--- src/hw/rtl/obpw_pkg.sv ---
// ----------------------------------------------------------------------------
// Pixel writer package
// Types, codes and constants shared by the bit-plane pixel writer modules.
// ----------------------------------------------------------------------------
package obpw_pkg;

	localparam int FRAME_BYTES_DEF = 8192;
	localparam int COORD_BITS_DEF  = 10;
	localparam int SIZE_W          = 10;
	localparam int BPR_W           = SIZE_W - 3;
	localparam int PAGE_W          = 18;
	localparam int QDEPTH          = 4;
	localparam int QPTR_W          = $clog2(QDEPTH);
	localparam int QCNT_W          = $clog2(QDEPTH + 1);
	localparam int CFG_IDX_W       = 3;

	localparam logic [CFG_IDX_W-1:0] REG_ORIENTATION  = 3'd0;
	localparam logic [CFG_IDX_W-1:0] REG_SIZE_WIDE    = 3'd1;
	localparam logic [CFG_IDX_W-1:0] REG_SIZE_NARROW  = 3'd2;
	localparam logic [CFG_IDX_W-1:0] REG_INVERT       = 3'd3;
	localparam logic [CFG_IDX_W-1:0] REG_SPLIT_HALVES = 3'd4;

	localparam logic [SIZE_W-1:0] RESET_WIDE   = 10'd296;
	localparam logic [SIZE_W-1:0] RESET_NARROW = 10'd152;

	localparam logic [1:0] ROT_0   = 2'd0;
	localparam logic [1:0] ROT_90  = 2'd1;
	localparam logic [1:0] ROT_180 = 2'd2;
	localparam logic [1:0] ROT_270 = 2'd3;

	localparam logic [1:0] COL_WHITE = 2'd0;
	localparam logic [1:0] COL_BLACK = 2'd1;
	localparam logic [1:0] COL_GREY  = 2'd2;

	localparam logic FUNC_PLOT  = 1'b0;
	localparam logic FUNC_CLEAR = 1'b1;

	localparam logic STATUS_DONE  = 1'b0;
	localparam logic STATUS_RANGE = 1'b1;

	localparam logic [7:0] FILL_ZEROS = 8'h00;
	localparam logic [7:0] FILL_ONES  = 8'hFF;
	localparam logic [7:0] FILL_EVEN  = 8'h55;
	localparam logic [7:0] FILL_ODD   = 8'hAA;

	typedef enum logic [2:0] {
		OP_NOP,
		OP_SET,
		OP_CLR,
		OP_FILL,
		OP_FILL_GREY
	} op_t;

	typedef enum logic [1:0] {
		ACT_NONE,
		ACT_SET,
		ACT_CLR
	} act_t;

	typedef enum logic [1:0] {
		BK_INIT,
		BK_IDLE,
		BK_RMW,
		BK_FILL
	} bk_state_t;

	typedef struct packed {
		op_t               op;
		logic              status;
		logic [PAGE_W-1:0] addr;
		logic [2:0]        bitsel;
		logic [7:0]        fill;
	} entry_t;

	typedef struct packed {
		logic [1:0]        orientation;
		logic [SIZE_W-1:0] size_wide;
		logic [SIZE_W-1:0] size_narrow;
		logic              invert;
		logic              split_halves;
	} cfg_t;

endpackage

--- src/hw/rtl/obpw_fifo.sv ---
// ----------------------------------------------------------------------------
// Command queue
// Short queue of classified commands between the front and the back end.
// ----------------------------------------------------------------------------
module obpw_fifo (
	input  logic                        clk,
	input  logic                        arst_n,
	input  logic                        push,
	input  obpw_pkg::entry_t            push_data,
	input  logic                        pop,
	output obpw_pkg::entry_t            head,
	output logic                        empty,
	output logic [obpw_pkg::QCNT_W-1:0] count
);

	logic [obpw_pkg::QPTR_W-1:0] wr_q;
	logic [obpw_pkg::QPTR_W-1:0] rd_q;
	logic [obpw_pkg::QCNT_W-1:0] cnt_q;
	obpw_pkg::entry_t            slot_q [obpw_pkg::QDEPTH];

	localparam logic [obpw_pkg::QPTR_W-1:0] PTR_LAST = obpw_pkg::QPTR_W'(obpw_pkg::QDEPTH - 1);

	always_ff @(posedge clk or negedge arst_n) begin
		if (!arst_n) begin
			wr_q  <= '0;
			rd_q  <= '0;
			cnt_q <= '0;
		end else begin
			if (push) begin
				wr_q <= (wr_q == PTR_LAST) ? '0 : wr_q + 1'b1;
			end
			if (pop) begin
				rd_q <= (rd_q == PTR_LAST) ? '0 : rd_q + 1'b1;
			end
			case ({push, pop})
				2'b10:   cnt_q <= cnt_q + 1'b1;
				2'b01:   cnt_q <= cnt_q - 1'b1;
				default: cnt_q <= cnt_q;
			endcase
		end
	end

	always_ff @(posedge clk) begin
		if (push) begin
			slot_q[wr_q] <= push_data;
		end
	end

	assign head  = slot_q[rd_q];
	assign empty = (cnt_q == '0);
	assign count = cnt_q;

endmodule

--- src/hw/rtl/obpw_front.sv ---
// ----------------------------------------------------------------------------
// Front end
// Accepts commands, checks and maps coordinates, forms byte address and action.
// ----------------------------------------------------------------------------
module obpw_front #(
	parameter int COORD_BITS  = obpw_pkg::COORD_BITS_DEF,
	parameter int FRAME_BYTES = obpw_pkg::FRAME_BYTES_DEF
) (
	input  logic                        clk,
	input  logic                        arst_n,
	input  logic                        start,
	output logic                        busy,
	input  logic                        func,
	input  logic [COORD_BITS-1:0]       coord_x,
	input  logic [COORD_BITS-1:0]       coord_y,
	input  logic [1:0]                  colour,
	input  obpw_pkg::cfg_t              cfg,
	input  logic [obpw_pkg::PAGE_W-1:0] page,
	input  logic [obpw_pkg::QCNT_W-1:0] q_count,
	input  logic                        init_busy,
	output logic                        push,
	output obpw_pkg::entry_t            push_data
);

	localparam int SW    = obpw_pkg::SIZE_W;
	localparam int CMP_W = (COORD_BITS > SW) ? COORD_BITS : SW;
	localparam int OCC_W = obpw_pkg::QCNT_W + 1;
	localparam int PRD_W = SW + obpw_pkg::BPR_W;

	logic                  v_s1;
	logic                  func_s1;
	logic [COORD_BITS-1:0] x_s1;
	logic [COORD_BITS-1:0] y_s1;
	logic [1:0]            colour_s1;

	logic                  v_s2;
	logic                  func_s2;
	logic                  oob_s2;
	logic [SW-1:0]         row_s2;
	logic [SW-1:0]         col_s2;
	logic                  upper_s2;
	obpw_pkg::act_t        act_s2;
	logic [1:0]            colour_s2;

	logic [OCC_W-1:0]      occ;
	logic                  accept;
	logic [CMP_W-1:0]      x_e, y_e, wide_e, narr_e;
	logic                  x_lt_w, x_lt_n, y_lt_w, y_lt_n;
	logic [SW-1:0]         x_sz, y_sz;
	logic                  oob;
	logic [SW-1:0]         row, col, col_adj, half_n;
	logic                  upper;
	logic [1:0]            colour_eff;
	obpw_pkg::act_t        act;

	logic [obpw_pkg::BPR_W-1:0]  bpr, stride;
	logic [PRD_W-1:0]            prod;
	logic [obpw_pkg::PAGE_W-1:0] addr;
	logic                        in_store;

	assign occ    = OCC_W'(q_count) + OCC_W'(v_s1) + OCC_W'(v_s2);
	assign busy   = init_busy || (occ >= OCC_W'(obpw_pkg::QDEPTH));
	assign accept = start && !busy;

	always_ff @(posedge clk or negedge arst_n) begin
		if (!arst_n) begin
			v_s1 <= 1'b0;
			v_s2 <= 1'b0;
		end else begin
			v_s1 <= accept;
			v_s2 <= v_s1;
		end
	end

	always_ff @(posedge clk) begin
		if (accept) begin
			func_s1   <= func;
			x_s1      <= coord_x;
			y_s1      <= coord_y;
			colour_s1 <= colour;
		end
		func_s2   <= func_s1;
		oob_s2    <= oob;
		row_s2    <= row;
		col_s2    <= col_adj;
		upper_s2  <= upper;
		act_s2    <= act;
		colour_s2 <= colour_s1;
	end

	assign x_e    = CMP_W'(x_s1);
	assign y_e    = CMP_W'(y_s1);
	assign wide_e = CMP_W'(cfg.size_wide);
	assign narr_e = CMP_W'(cfg.size_narrow);
	assign x_lt_w = x_e < wide_e;
	assign x_lt_n = x_e < narr_e;
	assign y_lt_w = y_e < wide_e;
	assign y_lt_n = y_e < narr_e;
	assign x_sz   = SW'(x_e);
	assign y_sz   = SW'(y_e);
	assign half_n = cfg.size_narrow >> 1;

	always_comb begin
		unique case (cfg.orientation)
			obpw_pkg::ROT_90: begin
				oob = !(x_lt_w && y_lt_n);
				row = x_sz;
				col = cfg.size_narrow - SW'(1) - y_sz;
			end
			obpw_pkg::ROT_180: begin
				oob = !(x_lt_n && y_lt_w);
				row = cfg.size_wide - SW'(1) - y_sz;
				col = cfg.size_narrow - SW'(1) - x_sz;
			end
			obpw_pkg::ROT_270: begin
				oob = !(x_lt_w && y_lt_n);
				row = cfg.size_wide - SW'(1) - x_sz;
				col = y_sz;
			end
			default: begin
				oob = !(x_lt_n && y_lt_w);
				row = y_sz;
				col = x_sz;
			end
		endcase

		if (colour_s1 == obpw_pkg::COL_GREY) begin
			colour_eff = (row[0] ^ col[0]) ? obpw_pkg::COL_WHITE : obpw_pkg::COL_BLACK;
		end else begin
			colour_eff = colour_s1;
		end

		if ((colour_eff == obpw_pkg::COL_WHITE) != cfg.invert) begin
			act = obpw_pkg::ACT_CLR;
		end else if ((colour_eff == obpw_pkg::COL_BLACK) != cfg.invert) begin
			act = obpw_pkg::ACT_SET;
		end else begin
			act = obpw_pkg::ACT_NONE;
		end

		upper   = cfg.split_halves && (col >= half_n);
		col_adj = upper ? col - half_n : col;
	end

	assign bpr    = cfg.size_narrow[SW-1:3];
	assign stride = cfg.split_halves ? (bpr >> 1) : bpr;
	assign prod   = row_s2 * stride;
	assign addr   = obpw_pkg::PAGE_W'(prod)
	              + obpw_pkg::PAGE_W'(col_s2[SW-1:3])
	              + (upper_s2 ? (page >> 1) : '0);
	assign in_store = addr < obpw_pkg::PAGE_W'(FRAME_BYTES);

	always_comb begin
		push_data.op     = obpw_pkg::OP_NOP;
		push_data.status = obpw_pkg::STATUS_DONE;
		push_data.addr   = addr;
		push_data.bitsel = col_s2[2:0];
		push_data.fill   = obpw_pkg::FILL_ONES;
		if (func_s2 == obpw_pkg::FUNC_CLEAR) begin
			push_data.op = (colour_s2 == obpw_pkg::COL_GREY) ?
			               obpw_pkg::OP_FILL_GREY : obpw_pkg::OP_FILL;
			if ((colour_s2 == obpw_pkg::COL_WHITE) != cfg.invert) begin
				push_data.fill = obpw_pkg::FILL_ZEROS;
			end
		end else if (oob_s2) begin
			push_data.status = obpw_pkg::STATUS_RANGE;
		end else if (in_store) begin
			unique case (act_s2)
				obpw_pkg::ACT_SET: push_data.op = obpw_pkg::OP_SET;
				obpw_pkg::ACT_CLR: push_data.op = obpw_pkg::OP_CLR;
				default:           push_data.op = obpw_pkg::OP_NOP;
			endcase
		end
	end

	assign push = v_s2;

endmodule

--- src/hw/rtl/obpw_back.sv ---
// ----------------------------------------------------------------------------
// Back end
// Owns the frame store: reset sweep, byte read-modify-write and page fill.
// ----------------------------------------------------------------------------
module obpw_back #(
	parameter  int FRAME_BYTES = obpw_pkg::FRAME_BYTES_DEF,
	localparam int ADDR_W      = $clog2(FRAME_BYTES),
	localparam int CNT_W       = ADDR_W + 1
) (
	input  logic                       clk,
	input  logic                       arst_n,
	input  logic                       q_empty,
	input  obpw_pkg::entry_t           q_head,
	output logic                       q_pop,
	input  logic [obpw_pkg::BPR_W-1:0] bpr,
	input  logic [CNT_W-1:0]           clip,
	output logic                       init_busy,
	output logic                       done,
	output logic                       status
);

	localparam logic [CNT_W-1:0] SWEEP_LAST = CNT_W'(FRAME_BYTES - 1);

	obpw_pkg::bk_state_t        state_q, state_d;
	logic [CNT_W-1:0]           cnt_q, cnt_d;
	logic [obpw_pkg::BPR_W-1:0] j_q, j_d;
	logic                       par_q, par_d;
	logic                       done_q, done_d;
	logic                       status_q, status_d;
	logic                       load;
	obpw_pkg::entry_t           cur_q;

	logic [7:0]        mem [FRAME_BYTES];
	logic [7:0]        rd_data_q;
	logic [ADDR_W-1:0] rd_addr;
	logic              wr_en;
	logic [ADDR_W-1:0] wr_addr;
	logic [7:0]        wr_data;
	logic [7:0]        mask;

	assign rd_addr = q_head.addr[ADDR_W-1:0];
	assign mask    = 8'h80 >> cur_q.bitsel;

	always_ff @(posedge clk) begin
		if (wr_en) begin
			mem[wr_addr] <= wr_data;
		end
		rd_data_q <= mem[rd_addr];
	end

	always_ff @(posedge clk) begin
		if (load) begin
			cur_q <= q_head;
		end
	end

	always_ff @(posedge clk or negedge arst_n) begin
		if (!arst_n) begin
			state_q  <= obpw_pkg::BK_INIT;
			cnt_q    <= '0;
			j_q      <= '0;
			par_q    <= 1'b0;
			done_q   <= 1'b0;
			status_q <= obpw_pkg::STATUS_DONE;
		end else begin
			state_q  <= state_d;
			cnt_q    <= cnt_d;
			j_q      <= j_d;
			par_q    <= par_d;
			done_q   <= done_d;
			status_q <= status_d;
		end
	end

	always_comb begin
		state_d  = state_q;
		cnt_d    = cnt_q;
		j_d      = j_q;
		par_d    = par_q;
		done_d   = 1'b0;
		status_d = obpw_pkg::STATUS_DONE;
		q_pop    = 1'b0;
		load     = 1'b0;
		wr_en    = 1'b0;
		wr_addr  = cnt_q[ADDR_W-1:0];
		wr_data  = obpw_pkg::FILL_ZEROS;

		unique case (state_q)
			obpw_pkg::BK_INIT: begin
				wr_en = 1'b1;
				if (cnt_q == SWEEP_LAST) begin
					cnt_d   = '0;
					state_d = obpw_pkg::BK_IDLE;
				end else begin
					cnt_d = cnt_q + 1'b1;
				end
			end
			obpw_pkg::BK_IDLE: begin
				if (!q_empty) begin
					q_pop = 1'b1;
					load  = 1'b1;
					unique case (q_head.op) inside
						obpw_pkg::OP_SET, obpw_pkg::OP_CLR: begin
							state_d = obpw_pkg::BK_RMW;
						end
						obpw_pkg::OP_FILL, obpw_pkg::OP_FILL_GREY: begin
							cnt_d   = '0;
							j_d     = '0;
							par_d   = 1'b0;
							state_d = obpw_pkg::BK_FILL;
						end
						default: begin
							done_d   = 1'b1;
							status_d = q_head.status;
						end
					endcase
				end
			end
			obpw_pkg::BK_RMW: begin
				wr_en    = 1'b1;
				wr_addr  = cur_q.addr[ADDR_W-1:0];
				wr_data  = (cur_q.op == obpw_pkg::OP_SET) ?
				           (rd_data_q | mask) : (rd_data_q & ~mask);
				done_d   = 1'b1;
				status_d = cur_q.status;
				state_d  = obpw_pkg::BK_IDLE;
			end
			obpw_pkg::BK_FILL: begin
				if (cnt_q == clip) begin
					cnt_d   = '0;
					done_d  = 1'b1;
					state_d = obpw_pkg::BK_IDLE;
				end else begin
					wr_en = 1'b1;
					if (cur_q.op == obpw_pkg::OP_FILL_GREY) begin
						wr_data = par_q ? obpw_pkg::FILL_ODD : obpw_pkg::FILL_EVEN;
					end else begin
						wr_data = cur_q.fill;
					end
					cnt_d = cnt_q + 1'b1;
					if (j_q == bpr - obpw_pkg::BPR_W'(1)) begin
						j_d   = '0;
						par_d = !par_q;
					end else begin
						j_d = j_q + 1'b1;
					end
				end
			end
			default: begin
				state_d = obpw_pkg::BK_IDLE;
			end
		endcase
	end

	assign init_busy = (state_q == obpw_pkg::BK_INIT);
	assign done      = done_q;
	assign status    = status_q;

endmodule

--- src/hw/rtl/oriented_bitplane_pixel_writer.sv ---
// ----------------------------------------------------------------------------
// Oriented bit-plane pixel writer
// 1-bit-per-pixel frame store writer with rotation, dither and page clear.
// Command channel: an item is taken on a clock edge with start high and busy
// low. Each item gives one beat on done/status, in order, one cycle wide; the
// receiver cannot stall it. Registers are written through cfg_valid/cfg_ready
// (always ready) with cfg_index and cfg_data; the user must write them only
// while the block is idle, which the block itself does not enforce. A plot
// passes the front stages s1 and s2 and the command queue; the back end then
// pops it, reads its byte, writes it back and strobes done. An out-of-range or
// no-op plot is answered at the pop without touching the store. A clear writes
// min(page, FRAME_BYTES) bytes, one byte written per cycle. Up to QDEPTH items
// are buffered ahead of the store, so start may be given while earlier items
// are still being written. After reset the store is swept to zero, busy high.
module oriented_bitplane_pixel_writer #(
	parameter int FRAME_BYTES = obpw_pkg::FRAME_BYTES_DEF,
	parameter int COORD_BITS  = obpw_pkg::COORD_BITS_DEF
) (
	input  logic                           clk,
	input  logic                           arst_n,
	input  logic                           start,
	output logic                           busy,
	input  logic                           func,
	input  logic [COORD_BITS-1:0]          coord_x,
	input  logic [COORD_BITS-1:0]          coord_y,
	input  logic [1:0]                     colour,
	output logic                           done,
	output logic                           status,
	input  logic                           cfg_valid,
	output logic                           cfg_ready,
	input  logic [obpw_pkg::CFG_IDX_W-1:0] cfg_index,
	input  logic [obpw_pkg::SIZE_W-1:0]    cfg_data
);

	localparam int ADDR_W = $clog2(FRAME_BYTES);
	localparam int CNT_W  = ADDR_W + 1;

	obpw_pkg::cfg_t              cfg_q;
	logic [obpw_pkg::PAGE_W-1:0] page_q;
	logic [obpw_pkg::BPR_W-1:0]  bpr;
	logic [CNT_W-1:0]            clip;
	logic                        cfg_wr;

	logic                        q_push;
	obpw_pkg::entry_t            q_push_data;
	logic                        q_pop;
	obpw_pkg::entry_t            q_head;
	logic                        q_empty;
	logic [obpw_pkg::QCNT_W-1:0] q_count;
	logic                        init_busy;

	assign cfg_ready = 1'b1;
	assign cfg_wr    = cfg_valid && cfg_ready;

	always_ff @(posedge clk or negedge arst_n) begin
		if (!arst_n) begin
			cfg_q.orientation  <= obpw_pkg::ROT_0;
			cfg_q.size_wide    <= obpw_pkg::RESET_WIDE;
			cfg_q.size_narrow  <= obpw_pkg::RESET_NARROW;
			cfg_q.invert       <= 1'b0;
			cfg_q.split_halves <= 1'b0;
		end else if (cfg_wr) begin
			unique case (cfg_index)
				obpw_pkg::REG_ORIENTATION:  cfg_q.orientation  <= cfg_data[1:0];
				obpw_pkg::REG_SIZE_WIDE:    cfg_q.size_wide    <= cfg_data;
				obpw_pkg::REG_SIZE_NARROW:  cfg_q.size_narrow  <= cfg_data;
				obpw_pkg::REG_INVERT:       cfg_q.invert       <= cfg_data[0];
				obpw_pkg::REG_SPLIT_HALVES: cfg_q.split_halves <= cfg_data[0];
				default: begin
				end
			endcase
		end
	end

	assign bpr = cfg_q.size_narrow[obpw_pkg::SIZE_W-1:3];

	always_ff @(posedge clk or negedge arst_n) begin
		if (!arst_n) begin
			page_q <= '0;
		end else begin
			page_q <= obpw_pkg::PAGE_W'(cfg_q.size_wide) * obpw_pkg::PAGE_W'(bpr);
		end
	end

	assign clip = (page_q >= obpw_pkg::PAGE_W'(FRAME_BYTES)) ?
	              CNT_W'(FRAME_BYTES) : CNT_W'(page_q);

	obpw_front #(
		.COORD_BITS  (COORD_BITS),
		.FRAME_BYTES (FRAME_BYTES)
	) u_front (
		.clk       (clk),
		.arst_n    (arst_n),
		.start     (start),
		.busy      (busy),
		.func      (func),
		.coord_x   (coord_x),
		.coord_y   (coord_y),
		.colour    (colour),
		.cfg       (cfg_q),
		.page      (page_q),
		.q_count   (q_count),
		.init_busy (init_busy),
		.push      (q_push),
		.push_data (q_push_data)
	);

	obpw_fifo u_fifo (
		.clk       (clk),
		.arst_n    (arst_n),
		.push      (q_push),
		.push_data (q_push_data),
		.pop       (q_pop),
		.head      (q_head),
		.empty     (q_empty),
		.count     (q_count)
	);

	obpw_back #(
		.FRAME_BYTES (FRAME_BYTES)
	) u_back (
		.clk       (clk),
		.arst_n    (arst_n),
		.q_empty   (q_empty),
		.q_head    (q_head),
		.q_pop     (q_pop),
		.bpr       (bpr),
		.clip      (clip),
		.init_busy (init_busy),
		.done      (done),
		.status    (status)
	);

endmodule

--- config.mk ---
export PLATFORM = sky130hd
export DESIGN_NAME = oriented_bitplane_pixel_writer
export DESIGN_NICKNAME = d
export VERILOG_FILES = /design/src/hw/rtl/obpw_pkg.sv /design/src/hw/rtl/obpw_fifo.sv /design/src/hw/rtl/obpw_front.sv /design/src/hw/rtl/obpw_back.sv /design/src/hw/rtl/oriented_bitplane_pixel_writer.sv
export SDC_FILE = /design/constraint.sdc
export NUM_CORES = 1
export LEC_CHECK = 0
export BUFFER_PORTS_ARGS = -buffer_cell sky130_fd_sc_hd__buf_2
export CAP_MARGIN = 30
export CORE_MARGIN = 1.5
export CORE_UTILIZATION = 40
export CTS_BUF_LIST = sky130_fd_sc_hd__clkbuf_4
export DETAILED_ROUTE_END_ITERATION = 8
export GPL_TIMING_DRIVEN = 1
export REMOVE_ABC_BUFFERS = 1
export SETUP_SLACK_MARGIN = 0.5
export SYNTH_ARGS = -nofsm -noshare
export SYNTH_HDL_FRONTEND = slang
export SYNTH_SLANG_ARGS = --single-unit
--- constraint.sdc ---
create_clock -name clk -period 7.7 [get_ports clk]
set_input_delay 0.385 -clock clk [delete_from_list [all_inputs] [get_ports clk]]
set_output_delay 0.385 -clock clk [all_outputs]
set_load 0.03 [all_outputs]
After elaboration in Yosys (flattened, before gate mapping) --
Memories as Yosys holds them, arrays and structs flattened. Cells that the tools add are included.
Storage, ports and cells: register bits 119, latch bits 0, memory bits (writable) 132, memory bits (read-only) 0, bits of input ports 40, logic and storage cells 157, memories kept 1
Cells by class: add/sub/neg operators 16, multiply operators 2, div/mod/pow operators 0, order comparisons 8, equality and inequality tests 33, shift operators 0, mux-type cells 43, bitwise gates (word level) 1, reductions and logical operators 26
Memories:
- u_fifo.slot_q | words 4, bits a word 33, rd ports 1, clocked after memory_dff 0, wr ports 1, line obpw_fifo.sv:19 | obpw_pkg::entry_t slot_q [obpw_pkg::QDEPTH];
Operators by type and width (number):
- $mux 14 | 5
- $pmux 10 s3 | 2
- $pmux 14 s3 | 1
- $lt 10x10->1 | 4
- $sub 10x10->10 | 4
- $mul 10x7->17 | 2
- $eq 2x2->1 const B | 10
- $sub 10x1->10 const B | 2
- $add 17x7->18 | 1
- $add 18x18->18 | 1
- $lt 18x14->1 const B | 1
- $ge 17x14->1 const B | 1
- $mux 16 | 1
- $mux 8 | 2
- $add 14x1->14 const B | 1
- $eq 14x13->1 const B | 1
- $eq 14x14->1 | 1
- $mux 1 | 14
- $mux 2 | 7
- $eq 3x2->1 const B | 4
- $eq 2x1->1 const B | 5
- $ge 10x9->1 | 1
- $mux 10 | 1
- $reduce_and 2->1 | 5
- 32 further kinds | 52

Longest topological paths before layout --
depth in word-level cells 9, mapped depth 22, depth with buffers taken out 21

By module --
Synthesis repeated with hierarchy kept, for this count alone.
Second synthesis, totals: cells, all modules 1576, area total of the unflattened synthesis 17986.0 um^2
By module, submodules not included:
- obpw_front | times used 1, cells an instance 856, area an instance 7598.5 um^2
- obpw_fifo | times used 1, cells an instance 210, area an instance 5226.3 um^2
- oriented_bitplane_pixel_writer | times used 1, cells an instance 363, area an instance 3773.6 um^2
- obpw_back | times used 1, cells an instance 147, area an instance 1387.6 um^2

Worst setup path after synthesis --
OpenSTA, ideal clock, no wires.
path kind reg2reg, from register cfg_q (netlist bit bpr[5]), to memory u_fifo.slot_q[0][30] in the netlist's numbering, data pin, arrival 5.359 ns, data required time 7.412 ns, setup slack 2.052 ns, stages on the path, launching flop included 20, path through dfrtp_1 clkbuf_1 inv_1 o21ai_1 and2_1 fa_1 fa_1 fa_1 inv_1 fa_1 inv_1 ha_1 and4_1 and3_1 a211o_1 a21oi_1 mux2_2 a22o_1 nand4_1 o21ai_0
RTL lines:
- start, declared | line oriented_bitplane_pixel_writer.sv:38 | obpw_pkg::cfg_t cfg_q;
- end, declared | line obpw_fifo.sv:19

==> flow_metrics.py <==
metrics = {
    "clock_tree": {
        "cts_tree": "done",
        "clkTransAtPathRegs_ns": 0.14,
        "clk_latency_ns": 0.59,
        "htreeDepth": 4,
        "cts.sinks": 132,
        "root_buffer": "clkbuf_4",
        "clk_path_buf_depth": 2,
        "ctsResizeCount": 0,
        "cts_buffers": 17,
    },
    "hold_path": {
        "min_from": "cfg_data[1]",
        "hp-class": "input port to flop",
    },
    "global_routing": {
        "grt_util_all_layers_pct": 20.10,
        "grt_max_degree": 69,
        "antenna_found_initial": 1,
        "grt.overflow.total": 0,
        "first_global_vias": 9582,
        "grt_pass1_wl_um": 51230,
    },
    "synth": {
        "syn_avg_cell_area_um2": 9.384,
        "yosysSeqAreaShare_pct": 26.83,
        "ys_types": 73,
        "ys_seq_elements": 132,
        "syn_area_um2": 12640,
        "ys.flop_type": "dfrtp_1",
        "yosysWarnings": 0,
        "synth_cells": 1347,
        "synth-edff-count": 40,
        "ys_async_sr_fraction_pct": 51.52,
    },
    "sta": {
        "grt_setup_unrepaired": "no",
        "min_period_ns": 6.264,
        "slew_headroom_pct": 35.00,
        "post-route-period-util_pct": 81.35,
        "setup_viol": 0,
        "fin_ws_ns": 1.436,
        "slew_violations": 0,
        "tightest_slew_ns": 0.9479,
        "setup_tns_ns": 0,
        "fin_skew_ns": 0.02731,
        "hold_viol": 0,
        "fmax_mhz": 159.6,
        "timing.hold.ws_ns": 0.03307,
    },
    "critical_path": {
        "cp_top_family": "adder cells",
        "max_stage_delay_ns": 0.66,
        "crit_arrival_ns": 6.56,
        "crit_fanout": 11,
        "endpoint_kind": "flop",
        "r2r_start": "bpr[5]",
        "path_buf_inv": 4,
        "setup.worst_path.class": "flop to flop",
        "worstPathCellList": "inv_1, o21ai_1, nand2_1, fa_1, inv_1, fa_1, inv_1, fa_1, fa_1, inv_1, ha_1, and4_1, and3_1, a211o_1, a21oi_1, mux2_2, a22o_1, nand4_1, o21ai_0",
        "regToRegSetupSlack_ns": 1.44,
        "crit_start": "bpr[5]",
        "worst_setup_path_start_kind": "flop",
        "worstPathRequired_ns": 8.00,
        "crit_slowest_cell": "o21ai_1",
    },
    "cells_and_area": {
        "fin_nets": 1702,
        "fill_cells": 2956,
        "utilization_pct": 45.07,
        "finalNonFillerCells": 1819,
        "synthToLayoutAreaGrowth_pct": 9.938,
        "drive_above_1_share_pct": 8.163,
    },
    "power_and_ir_drop": {
        "power_density_nw_per_um2": 378.1,
        "cellLeakagePower_nw": 6.600,
        "peakVddDrop_v": 0.0001615,
    },
    "outcome": {
        "status": "finished, final reports clean",
    },
    "detailed_routing": {
        "route.detailed.drc": 0,
        "drt-total-wl_um": 31470,
        "drtAntennaViolNets": 0,
        "vias_per_cell": 5.239,
        "drt_iter0_markers": 641,
        "vias": 9529,
        "wl_per_cell_um": 17.30,
        "dr.pass1.iters": 5,
    },
    "placed_design": {
        "post-place-ws_ns": 1.442,
        "dpl.hpwl_um": 24690,
        "dp.cells": 1753,
        "gp_congestion": 0.8954,
        "port_buffers": 42,
    },
    "job": {
        "maxCapViolCount": 0,
    },
    "floorplan": {
        "dieWidth_um": 180.8,
        "io_pins": 44,
        "dieArea_um2": 32670,
        "row_count": 64,
        "start_util_pct": 41.00,
        "core-area_um2": 30830,
        "die_h_um": 180.8,
    },
}
==> final cells by class <==
type,count,area [um^2],share of cell area [%]
multi-input cells,977,8364,60.19
flip-flops and latches,132,3391,24.40
inverters,200,750.7,5.402
repair buffers,80,610.6,4.394
well taps,396,495.5,3.566
clock buffers,19,142.6,1.026
clock inverters,13,136.4,0.9815
diodes,2,5.005,0.03602
==> metal layers <==
metal | track usage [%] | routed length [um] | up-vias
met1 | 26.73 | 14420 | 4613
met5 | 0 | 0 | -
met4 | 6.655 | 861 | 0
met2 | 33.33 | 14690 | 222
li1 | - | - | 4643
met3 | 3.286 | 1496 | 51
==> stage by stage <==
| stage | power (mW) | cell area, um^2 |
|---|---|---|
| after CTS | 5.327 | 13860 |
| after floorplan | 3.874 | 12470 |
| final | 5.254 | 13900 |
| after global routing | 5.979 | 13900 |
| after global placement | 4.691 | 13240 |
| after detailed placement | 4.799 | 13270 |
==> cells by family after synthesis <==
group | synth area share, %
and+or+nand+nor | 14.85
adders and majority gates | 31.14
AOI/OAI and AO/OA | 12.29
buffers and inverters | 7.256
DFF | 26.83
xor gates and xnor gates | 4.088
muxes | 3.514
other | 0.02967
==> repair_timing <==
item,4_1_cts,5_1_grt
hold buffers,31,0
endpoints found under the hold margin,94,0
buffers inserted,0,0
==> synthesized netlist by cell type, types with 4 or more instances <==
library cell | n | area, um^2
nand3b_1 | 4 | 30.03
buf_2 | 4 | 20.02
o211ai_1 | 5 | 37.54
o21ai_1 | 12 | 60.06
o31ai_1 | 5 | 37.54
nor3_1 | 20 | 100.1
nand2_1 | 138 | 518.0
nor4bb_1 | 5 | 50.05
nand3_1 | 14 | 70.07
a21o_1 | 16 | 120.1
a211oi_1 | 9 | 67.56
mux2_2 | 11 | 123.9
clkbuf_1 | 28 | 105.1
o21bai_1 | 5 | 37.54
mux2i_1 | 23 | 230.2
a31oi_1 | 5 | 31.28
and3_1 | 9 | 56.30
xnor2_1 | 40 | 350.3
o21a_1 | 10 | 75.07
o21ai_0 | 73 | 365.4
a221oi_1 | 11 | 96.34
fa_1 | 101 | 2022
mux4_2 | 4 | 90.09
a22oi_1 | 7 | 52.55
nand4_1 | 8 | 50.05
nor4_1 | 4 | 25.02
nor2_1 | 63 | 236.5
edfxtp_1 | 40 | 1201
a22o_1 | 8 | 70.07
ha_1 | 153 | 1914
nand2b_1 | 12 | 75.07
and2_1 | 37 | 231.5
dfstp_2 | 6 | 157.7
inv_1 | 197 | 739.5
or3_1 | 7 | 43.79
xor2_1 | 19 | 166.4
nor2b_1 | 37 | 231.5
dfrtp_1 | 62 | 1551
a21oi_1 | 57 | 285.3
or2_2 | 4 | 25.02
dfxtp_1 | 24 | 480.5
==> registers in the layout (all words and copies together) (netlist names), 2 cells and up <==
name / count
cfg_q: 17
u_front.y_e: 10
u_front.x_e: 10
page_q: 17
u_fifo.slot_q: 16
u_front.colour_s1: 2
u_fifo.rd_q: 2
u_front.colour_s2: 2
u_front.row_s2: 10
u_back.state_q: 2
u_fifo.wr_q: 2
bpr: 7
u_back.cnt_q: 14
u_front.col_s2: 7
u_front.act_s2: 2
u_fifo.count: 3
==> placed cells by master (no fill, tap or decap), types with 20 or more instances in the layout <==
cell / netlist / final
dfxtp_1: 24 / 24
and2_1: 37 / 37
nor2_1: 63 / 62
edfxtp_1: 40 / 40
dfrtp_1: 62 / 62
nor2b_1: 37 / 37
nor3_1: 20 / 20
xnor2_1: 40 / 40
inv_1: 197 / 197
fa_1: 101 / 101
dlygate4sd3_1: 0 / 31
o21ai_0: 73 / 73
a21oi_1: 57 / 57
nand2_1: 138 / 138
mux2i_1: 23 / 23
ha_1: 153 / 153
buf_2: 4 / 41
==> power by group <==
part           switching (mW)  total [mW]  internal, mW
registers               0.186        1.05         0.864
logic                    2.10        3.71          1.62
clock network           0.292       0.491         0.199
==> path summary, 6_finish.rpt <==
kind                                   endpoint  depth (start not counted)
setup reg to reg           u_fifo.slot_q[1][31]                         19
setup / recovery           u_fifo.slot_q[1][31]                         19
max in group asynchronous                bpr[4]                          3
hold reg to reg                 u_front.func_s2                          0
hold / removal                         cfg_q[3]                          3
min in group asynchronous      u_back.cnt_q[10]                          2
==> tightest hold or removal path, cell delays in order <==
cell and delay (ns):
buf_2 0.11, nand2_1 0.05, o21ai_0 0.06
Power figures use the tool's default switching activity.
